===== config.mk =====
export PLATFORM = sky130hd
export DESIGN_NAME = sof_cell
export DESIGN_NICKNAME = d
export VERILOG_FILES = /design/src/sof_pkg.sv /design/src/sof_cell.sv
export SDC_FILE = /design/constraint.sdc
export NUM_CORES = 1
export LEC_CHECK = 0
export BUFFER_PORTS_ARGS = -buffer_cell sky130_fd_sc_hd__buf_2
export CAP_MARGIN = 0
export CORE_AREA = 2 2 97 99
export DETAILED_ROUTE_END_ITERATION = 8
export DIE_AREA = 0 0 99 101
export PLACE_DENSITY = 0.8
export SYNTH_ARGS = -nofsm -noshare
export SYNTH_HDL_FRONTEND = slang
export SYNTH_SLANG_ARGS = --single-unit

===== constraint.sdc =====
create_clock -name clk_i -period 3.3 [get_ports clk_i]
set_input_delay 0.33 -clock clk_i [delete_from_list [all_inputs] [get_ports clk_i]]
set_output_delay 0.33 -clock clk_i [all_outputs]
set_load 0.02 [all_outputs]

===== src/sof_pkg.sv =====
// Shared types, constants and helpers of the segment occlusion filter.
package sof_pkg;

  localparam int SofDepth = 64;
  localparam int CoordW   = 16;
  localparam int NumW     = 16;
  localparam int CntW     = $clog2(SofDepth + 1);
  localparam int DiffW    = CoordW + 1;
  localparam int ProdW    = 2 * DiffW;
  localparam int PhaseW   = 3;

  localparam logic [PhaseW-1:0] PhaseLastSign = PhaseW'(4);
  localparam logic [PhaseW-1:0] PhaseDecide   = PhaseW'(5);
  localparam logic [NumW-1:0]   NumMax        = {NumW{1'b1}};

  typedef struct packed {
    logic signed [CoordW-1:0] start_x;
    logic signed [CoordW-1:0] start_y;
    logic signed [CoordW-1:0] end_x;
    logic signed [CoordW-1:0] end_y;
    logic                     last_in_set;
  } in_req_t;

  typedef struct packed {
    logic [NumW-1:0] segment_number;
    logic            last_of_run;
    logic            overflow;
  } out_req_t;

  typedef struct packed {
    logic signed [CoordW-1:0] ax;
    logic signed [CoordW-1:0] ay;
    logic signed [CoordW-1:0] bx;
    logic signed [CoordW-1:0] by;
    logic [NumW-1:0]          num;
  } entry_t;

  typedef struct packed {
    logic shift;
    logic load;
  } cell_ctl_t;

  typedef struct packed {
    logic pos;
    logic neg;
  } sign_t;

  typedef enum logic [1:0] {
    StIdle,
    StTest,
    StAppend,
    StEmit
  } state_e;

  function automatic logic ranges_meet(input logic signed [CoordW-1:0] a0,
                                       input logic signed [CoordW-1:0] a1,
                                       input logic signed [CoordW-1:0] b0,
                                       input logic signed [CoordW-1:0] b1);
    logic signed [CoordW-1:0] alo, ahi, blo, bhi;
    alo = (a0 < a1) ? a0 : a1;
    ahi = (a0 < a1) ? a1 : a0;
    blo = (b0 < b1) ? b0 : b1;
    bhi = (b0 < b1) ? b1 : b0;
    return (alo <= bhi) && (blo <= ahi);
  endfunction

endpackage


===== src/sof_cell.sv =====
// One list cell: holds a kept segment and its number, shifts toward the head.
module sof_cell (
  input  logic              clk_i,
  input  sof_pkg::cell_ctl_t ctl_i,
  input  sof_pkg::entry_t   ld_data_i,
  input  sof_pkg::entry_t   nb_data_i,
  output sof_pkg::entry_t   data_o
);

  sof_pkg::entry_t data_q;

  always_ff @(posedge clk_i) begin
    if (ctl_i.load) begin
      data_q <= ld_data_i;
    end else if (ctl_i.shift) begin
      data_q <= nb_data_i;
    end
  end

  assign data_o = data_q;

endmodule


==> flow_metrics.tcl <==
set metrics [dict create \
    status "completed" \
    rows 35 \
    cp.arrival_ps 1730 \
    drcViolationCount 0 \
    min_period_ps 1700 \
    start_util_pct 42.1 \
    grt_pass1_wl_um 12300 \
    avgSynthCellArea_um2 22.2 \
    fillers 729 \
    swShare_pct 25.5 \
    cpPeakStageDelay_ps 610 \
    cpMaxStageDelayCell "or2_4" \
    cp.required_ps 3330 \
    drive_above_1_share_pct 80.5 \
    finalSetupViolCount 0 \
    fin_ws_ps 1600 \
    post_cts_buffers 0 \
    power.share.clock_pct 30.0 \
    ant_nets 0 \
    ys_seq_area_share_pct 63.6 \
    pwr-share-seq_pct 49.3 \
    drt-pass1-iter-count 4 \
    start_kind "input pin" \
    fin_total_pwr_uw 2590 \
    postSynthCellCount 170 \
    combinationalPowerShare_pct 20.7 \
    grt_pass1_vias 2523 \
    cts-hold-fix-buffers 0 \
    place_ws_ps 1200 \
    diodes 0 \
    slew_headroom_pct 61.3 \
    p_sw_uw 659 \
    p_leak_uw 0.00254 \
    hp-start "ld_data_i[43]" \
    rsz0062_at_grt "false" \
    root_buffer "clkbuf_8" \
    synth_top_area_share_pct 63.6 \
    critPathMaxFanout 41 \
    fmax_ghz 0.588 \
    setup_tns_ps 0 \
    hold_viol_final 0 \
    place.gp.congestion 0.758 \
    end_kind "flip-flop" \
    critical_path_class "input pin to flip-flop" \
    cts_tree "yes" \
    netlist_top_cells_area "edfxtp_1 64%, mux2_4 31%, buf_12 4.2%" \
    grt-ovfl-total 0 \
    syn-num-nets 333 \
    yosysTopAreaCell "edfxtp_1" \
    dp.cells 516 \
    dr_total_vias 2451 \
    initialDrtViolationCount 49 \
    fin_cells 532 \
    fp.dieH_um 101 \
    clk_pin_slew_ps 90 \
    ys_warn_count 0 \
    cts_sinks 80 \
    cts_made_buffers 9 \
    area_delta_synth_final_pct 38.0 \
    synth.distinct_cells 6 \
    syn-cell-area_um2 3780 \
    maxSlewViolCount 0 \
    finalCritPeriodShare_pct 51.5 \
    core_um2 8980 \
    hold_path_class "input pin to flip-flop" \
    intPower_uw 1930 \
    io_buffers 242 \
    drv_cap 0 \
    die_width_um 99 \
    cts_buffer_depth 2 \
    worstPathCellList "buf_4 -> or2_4 -> buf_12" \
    hold_end "data_o[43]$_DFFE_PP_" \
    grt_start_max_net_pins 52 \
    ir_worst_vdd_uv 220 \
    final_net_count 579 \
    synth_seq_cells 80 \
    antenna_found_initial 0 \
    avgViaCountPerCell 4.61 \
    post_drt_wl_per_cell_um 15.9 \
    hold_path_depth 2 \
    tightestPinTransition_ps 581 \
    power_density_nw_per_um2 496 \
    drt-total-wl_um 8450 \
    io-pin-count 243 \
    post-dp-hpwl_um 6470 \
    largest_reg_flops 80 \
    cts_resized 0 \
    postLayoutCoreUtil_pct 58.1 \
    fp.dieArea_um2 10000 \
    grtUsageTotal_pct 16.2 \
    h-tree-depth 3 \
]
==> power by group through the flow <==
stage / logic (uW) / clock network (uW) / registers, uW
6_report: 536 / 775 / 1280
5_1_grt: 570 / 839 / 1290
3_3_place_gp: 534 / 0 / 1300
4_1_cts: 544 / 796 / 1280
2_1_floorplan: 183 / 0 / 1450
3_5_place_dp: 543 / 0 / 1300
==> per-layer routing <==
metal	track usage, %	wire [um]
met2	29.5	4520
met3	4.85	785
met5	0	0
met1	17.8	3050
met4	6.01	94
==> cell usage in the layout, fill, tap and decap left out, drive strengths merged <==
master,Yosys,final
mux2,80,80
buf,9,244
bufinv,0,2
clkbuf,0,10
or2,1,1
clkinv,0,2
edfxtp,80,80
clkinvlp,0,2
==> critical path: cells and delay by family <==
kind / cells / cell delay (ps)
buf+inv: 2 / 750
simple gates: 1 / 610
==> metrics by stage <==
| step | hold WS [ps] | instance area (um2) |
|---|---|---|
| finish | 281 | 5210 |
| CTS | 261 | 5210 |
| detailed placement | 633 | 5000 |
| global placement | 631 | 5000 |
| global route | 258 | 5210 |
| floorplan | 547 | 3780 |
==> cell usage after synthesis <==
library cell / count
buf_6: 1
or2_1: 1
buf_12: 8
mux2_2: 1
mux2_4: 79
edfxtp_1: 80
==> logic make-up after synthesis <==
group | share of synthesized area [%]
buffers and inverters | 4.54
AND/OR/NAND/NOR | 0.166
multiplexers | 31.7
flip-flops | 63.6
==> layout make-up <==
cell class              count  area [um2]  area share, %
flip-flops and latches     80        2400           46.1
repair buffers            244        1250           24.1
clock buffers              10         128           2.45
multi-input cells          81        1210           23.1
clock inverters             6        83.8           1.61
well taps                 111         139           2.66
==> how the worst max path moves through the flow <==
stage	cells past startpoint	slack, ps	to	from
4_1_cts	3	1570	data_o[56]$_DFFE_PP_	ctl_i[0]
3_5_place_dp	3	1200	data_o[76]$_DFFE_PP_	ctl_i[0]
6_report	3	1600	data_o[63]$_DFFE_PP_	ctl_i[0]
2_1_floorplan	3	400	data_o[0]$_DFFE_PP_	ctl_i[0]
3_3_place_gp	3	1270	data_o[69]$_DFFE_PP_	ctl_i[0]
5_1_grt	3	1510	data_o[18]$_DFFE_PP_	ctl_i[0]
Power figures use the tool's default switching activity.
