--- config.mk ---
export PLATFORM = sky130hd
export DESIGN_NAME = sof_orient
export DESIGN_NICKNAME = d
export VERILOG_FILES = /design/src/sof_pkg.sv /design/src/sof_orient.sv
export SDC_FILE = /design/constraint.sdc
export NUM_CORES = 2
export LEC_CHECK = 0
export ABC_CLOCK_PERIOD_IN_PS = 8540
export BUFFER_PORTS_ARGS = -buffer_cell sky130_fd_sc_hd__buf_4
export CAP_MARGIN = 0
export CORE_MARGIN = 2
export CORE_UTILIZATION = 52
export CTS_CLUSTER_SIZE = 24
export DETAILED_ROUTE_END_ITERATION = 6
export GPL_ROUTABILITY_DRIVEN = 0
export PLACE_DENSITY = 0.71
export SYNTH_ARGS = -nofsm -noshare
export SYNTH_HDL_FRONTEND = slang
export SYNTH_SLANG_ARGS = --single-unit
--- constraint.sdc ---
create_clock -name clk_i -period 8.54 [get_ports clk_i]
set_input_delay 0.427 -clock clk_i [delete_from_list [all_inputs] [get_ports clk_i]]
set_output_delay 0.427 -clock clk_i [all_outputs]
set_load 0.02 [all_outputs]
--- src/sof_pkg.sv ---
// Shared types, constants and helpers of the segment occlusion filter.
package sof_pkg;

  localparam int SofDepth = 64;
  localparam int CoordW   = 16;
  localparam int NumW     = 16;
  localparam int CntW     = $clog2(SofDepth + 1);
  localparam int DiffW    = CoordW + 1;
  localparam int ProdW    = 2 * DiffW;
  localparam int PhaseW   = 3;

  localparam logic [PhaseW-1:0] PhaseLastSign = PhaseW'(4);
  localparam logic [PhaseW-1:0] PhaseDecide   = PhaseW'(5);
  localparam logic [NumW-1:0]   NumMax        = {NumW{1'b1}};

  typedef struct packed {
    logic signed [CoordW-1:0] start_x;
    logic signed [CoordW-1:0] start_y;
    logic signed [CoordW-1:0] end_x;
    logic signed [CoordW-1:0] end_y;
    logic                     last_in_set;
  } in_req_t;

  typedef struct packed {
    logic [NumW-1:0] segment_number;
    logic            last_of_run;
    logic            overflow;
  } out_req_t;

  typedef struct packed {
    logic signed [CoordW-1:0] ax;
    logic signed [CoordW-1:0] ay;
    logic signed [CoordW-1:0] bx;
    logic signed [CoordW-1:0] by;
    logic [NumW-1:0]          num;
  } entry_t;

  typedef struct packed {
    logic shift;
    logic load;
  } cell_ctl_t;

  typedef struct packed {
    logic pos;
    logic neg;
  } sign_t;

  typedef enum logic [1:0] {
    StIdle,
    StTest,
    StAppend,
    StEmit
  } state_e;

  function automatic logic ranges_meet(input logic signed [CoordW-1:0] a0,
                                       input logic signed [CoordW-1:0] a1,
                                       input logic signed [CoordW-1:0] b0,
                                       input logic signed [CoordW-1:0] b1);
    logic signed [CoordW-1:0] alo, ahi, blo, bhi;
    alo = (a0 < a1) ? a0 : a1;
    ahi = (a0 < a1) ? a1 : a0;
    blo = (b0 < b1) ? b0 : b1;
    bhi = (b0 < b1) ? b1 : b0;
    return (alo <= bhi) && (blo <= ahi);
  endfunction

endpackage

--- src/sof_orient.sv ---
// Shared orientation unit: registered cross products, then sign of their difference.
module sof_orient (
  input  logic                             clk_i,
  input  logic                             en_i,
  input  logic signed [sof_pkg::CoordW-1:0] px_i,
  input  logic signed [sof_pkg::CoordW-1:0] py_i,
  input  logic signed [sof_pkg::CoordW-1:0] qx_i,
  input  logic signed [sof_pkg::CoordW-1:0] qy_i,
  input  logic signed [sof_pkg::CoordW-1:0] rx_i,
  input  logic signed [sof_pkg::CoordW-1:0] ry_i,
  output sof_pkg::sign_t                   sign_o
);

  logic signed [sof_pkg::DiffW-1:0] dqx, dry, dqy, drx;
  logic signed [sof_pkg::ProdW-1:0] p1_q, p2_q;
  logic signed [sof_pkg::ProdW:0]   diff;

  assign dqx = sof_pkg::DiffW'(qx_i) - sof_pkg::DiffW'(px_i);
  assign dry = sof_pkg::DiffW'(ry_i) - sof_pkg::DiffW'(qy_i);
  assign dqy = sof_pkg::DiffW'(qy_i) - sof_pkg::DiffW'(py_i);
  assign drx = sof_pkg::DiffW'(rx_i) - sof_pkg::DiffW'(qx_i);

  always_ff @(posedge clk_i) begin
    if (en_i) begin
      p1_q <= dqx * dry;
      p2_q <= dqy * drx;
    end
  end

  assign diff       = (sof_pkg::ProdW+1)'(p1_q) - (sof_pkg::ProdW+1)'(p2_q);
  assign sign_o.neg = diff[sof_pkg::ProdW];
  assign sign_o.pos = !diff[sof_pkg::ProdW] && (diff != '0);

endmodule

==> run summary <==
Worst path buffer plus inverter count: 7
Post-DP HPWL: 69.7 mm
Number of enable flip-flop cells after synthesis: 68
Remaining antenna violation count after routing: 0
Critical path arrival: 8.39 ns
Num CTS Buffers: 9
GRT overflow: 0
Post-Synthesis Net Count: 4232
CP peak stage delay: 0.52 ns
Worst path required time: 8.62 ns
Fill cell count: 4758
Total length of routed wires: 78.8 mm
Synthesized instance count: 3269
Vias/cell: 5.45
DRC: 3
HP Start: en_i
Via count: 23400
Vias in the first global route: 23900
Post-Layout Cell Count: 4286
Startpoint Class: input port
F_max: 120 MHz
Critical Path Source: qy_i[0]
Initial antenna violation count: 7
Clk slew on worst S/H paths: 0.05 ns
Placed cell count: 4258
Die Footprint: 0.0572 mm2
CP delay by family, top: adder cells
Wire per inst: 18.4 um
Share of layout cells above drive strength 1: 12.8%
Largest net degree at the start of global routing: 69
CP max stage cell: fa_1
Pre-Repair DR Iteration Count: 7
Outcome: finished, violations left
Num ports: 100
H-tree Lvls: 3
Port buffer count: 99
Core area: 0.0549 mm2
Die Y-Extent: 239 um
Final Cell Area: 0.0327 mm2
Final #Nets: 4536
Clk buf depth: 2
Post-layout min period: 8.31 ns
Ys flop type: edfxtp_1
First-pass GRT wire length: 125 mm
Crit path kind: in2reg
Post-synthesis average cell area: 8.80 um2
Hold/Removal Path Class: in2reg
Synth-to-layout area growth: 13.8%
Yosys warnings: 0
Tcrit/Tclk final: 97.3%
Worst slew pin tran: 1.24 ns
Rows: 86
CP Capture Type: flop
Max_cap viols: 0
CP most frequent cell: fa_1
CP max FO: 3
Min Hold Slack: 0.718 ns
Setup violations, final: 0
Post-synth ARST share: 0%
Root buf cell: clkbuf_16
Seq cells post-synth: 68
CTS tree: done
DRT iter0 DRCs: 1867
Synth cell types: 81
Max_slew headroom: 16.7%
Hold buffers post-CTS: 0
Final-report hold violation count: 0
Starting Density: 52.4%
Max-slew violation count: 0
Post-Syn Area: 0.0288 mm2
Gr usage total: 28.4%
Die X: 239 um
DP Area: 0.0322 mm2
Failing checks: DRC
Clock sink count: 68
Sequential fraction of the synthesis area: 7.10%
[metal layers]
metal  vias up  share of wire (%)  global-route usage (%)  wire (um)
li1      10700                  -                       -          -
met1     11500                 41                    37.6      32200
met2      1024                 45                    45.2      35400
met3       178                 10                    7.65       8010
met4         4                4.0                    9.83       3150
met5         -              0.041                       0         32
[layout by cell type (no fill, tap or decap), types with 14 or more instances in the layout]
cell        n
ha_1      267
a31oi_1    17
nand3_1    35
o21a_1     33
and2_1     32
o211ai_1   14
xor2_1     45
nor2b_1    45
fa_1      595
and3_1     17
buf_4     365
nor2_1    319
o21bai_1   15
nand2_1   360
xnor2_1   104
nand2b_1   35
o21ai_0    45
a21oi_1    93
edfxtp_1   68
nor3_1     32
inv_1     765
a21o_1     41
[state kept, by name, indices dropped and copies added, names as in the netlist]
| register | cells |
|---|---|
| p2_q | 34 |
| p1_q | 34 |
[cells by family after synthesis]
| group | after synthesis | share of synthesized area (%) |
|---|---|---|
| multiplexers | 7 | 0.244 |
| XOR/XNOR | 155 | 4.74 |
| AO/OA/AOI/OAI | 386 | 9.26 |
| buffers and inverters | 847 | 11.1 |
| AND/OR/NAND/NOR | 941 | 14.4 |
| adder cells (fa/ha/maj) | 865 | 53.2 |
| flip-flops | 68 | 7.10 |
[metrics by stage]
step | utilization (%) | setup TNS (ns) | setup WS [ns]
2_1_floorplan | - | 0 | 0.0221
3_3_place_gp | 58.7 | -2.51 | -0.440
3_5_place_dp | 58.7 | -4.60 | -0.712
4_1_cts | 59.2 | 0 | 0.00528
5_1_grt | 59.7 | -0.212 | -0.0537
6_report | 59.7 | 0 | 0.227
[cell usage after synthesis (6+ instances only)]
library cell	n	area share [%]
a21oi_1	103	1.8
nand4_1	10	0.22
o21ai_0	48	0.83
xnor2_1	108	3.3
xor2_1	46	1.4
nand2b_1	35	0.76
or4_1	6	0.16
nor2_1	321	4.2
mux2i_1	7	0.24
a31oi_1	19	0.41
nor2b_1	47	1.0
o211ai_1	14	0.37
nor3_1	33	0.57
edfxtp_1	68	7.1
o21a_1	33	0.86
clkbuf_1	71	0.93
and2_1	32	0.70
or3_1	9	0.20
ha_1	268	12
or2_2	12	0.26
nand3_1	36	0.63
o21ai_1	6	0.10
a31o_2	6	0.18
fa_1	597	42
inv_1	766	10
a2111oi_0	8	0.24
nand2_1	361	4.7
a211o_1	7	0.21
and3_1	17	0.37
o2111ai_1	9	0.27
a211oi_1	10	0.26
o21bai_1	15	0.39
a21o_1	41	1.1
[timing repair]
action / in CTS / in global routing
resized for setup: 5 / 42
setup endpoints to repair: 4 / 21
pin swaps: 0 / 17
buffers inserted: 0 / 8
cloned: 0 / 0
[cell type report]
type,instances,area (um2),share of cell area (%)
timing repair buffer,373,2900,8.86
tap,704,881,2.69
clock inverter,4,16.3,0.0497
sequential,68,2040,6.24
antenna,4,10.0,0.0306
multi-input combinational,2354,23800,72.6
inverter,767,2880,8.80
clock buffer,12,236,0.722
[path summary, 6_finish.rpt]
| path | endpoint | cells after the start |
|---|---|---|
| hold / removal | p1_q[7]$_DFFE_PP_ | 1 |
| setup / recovery | p2_q[33]$_DFFE_PP_ | 33 |
Power is not shown: default switching activity piles up to over one toggle a cycle in this logic, so the estimate is an artifact.
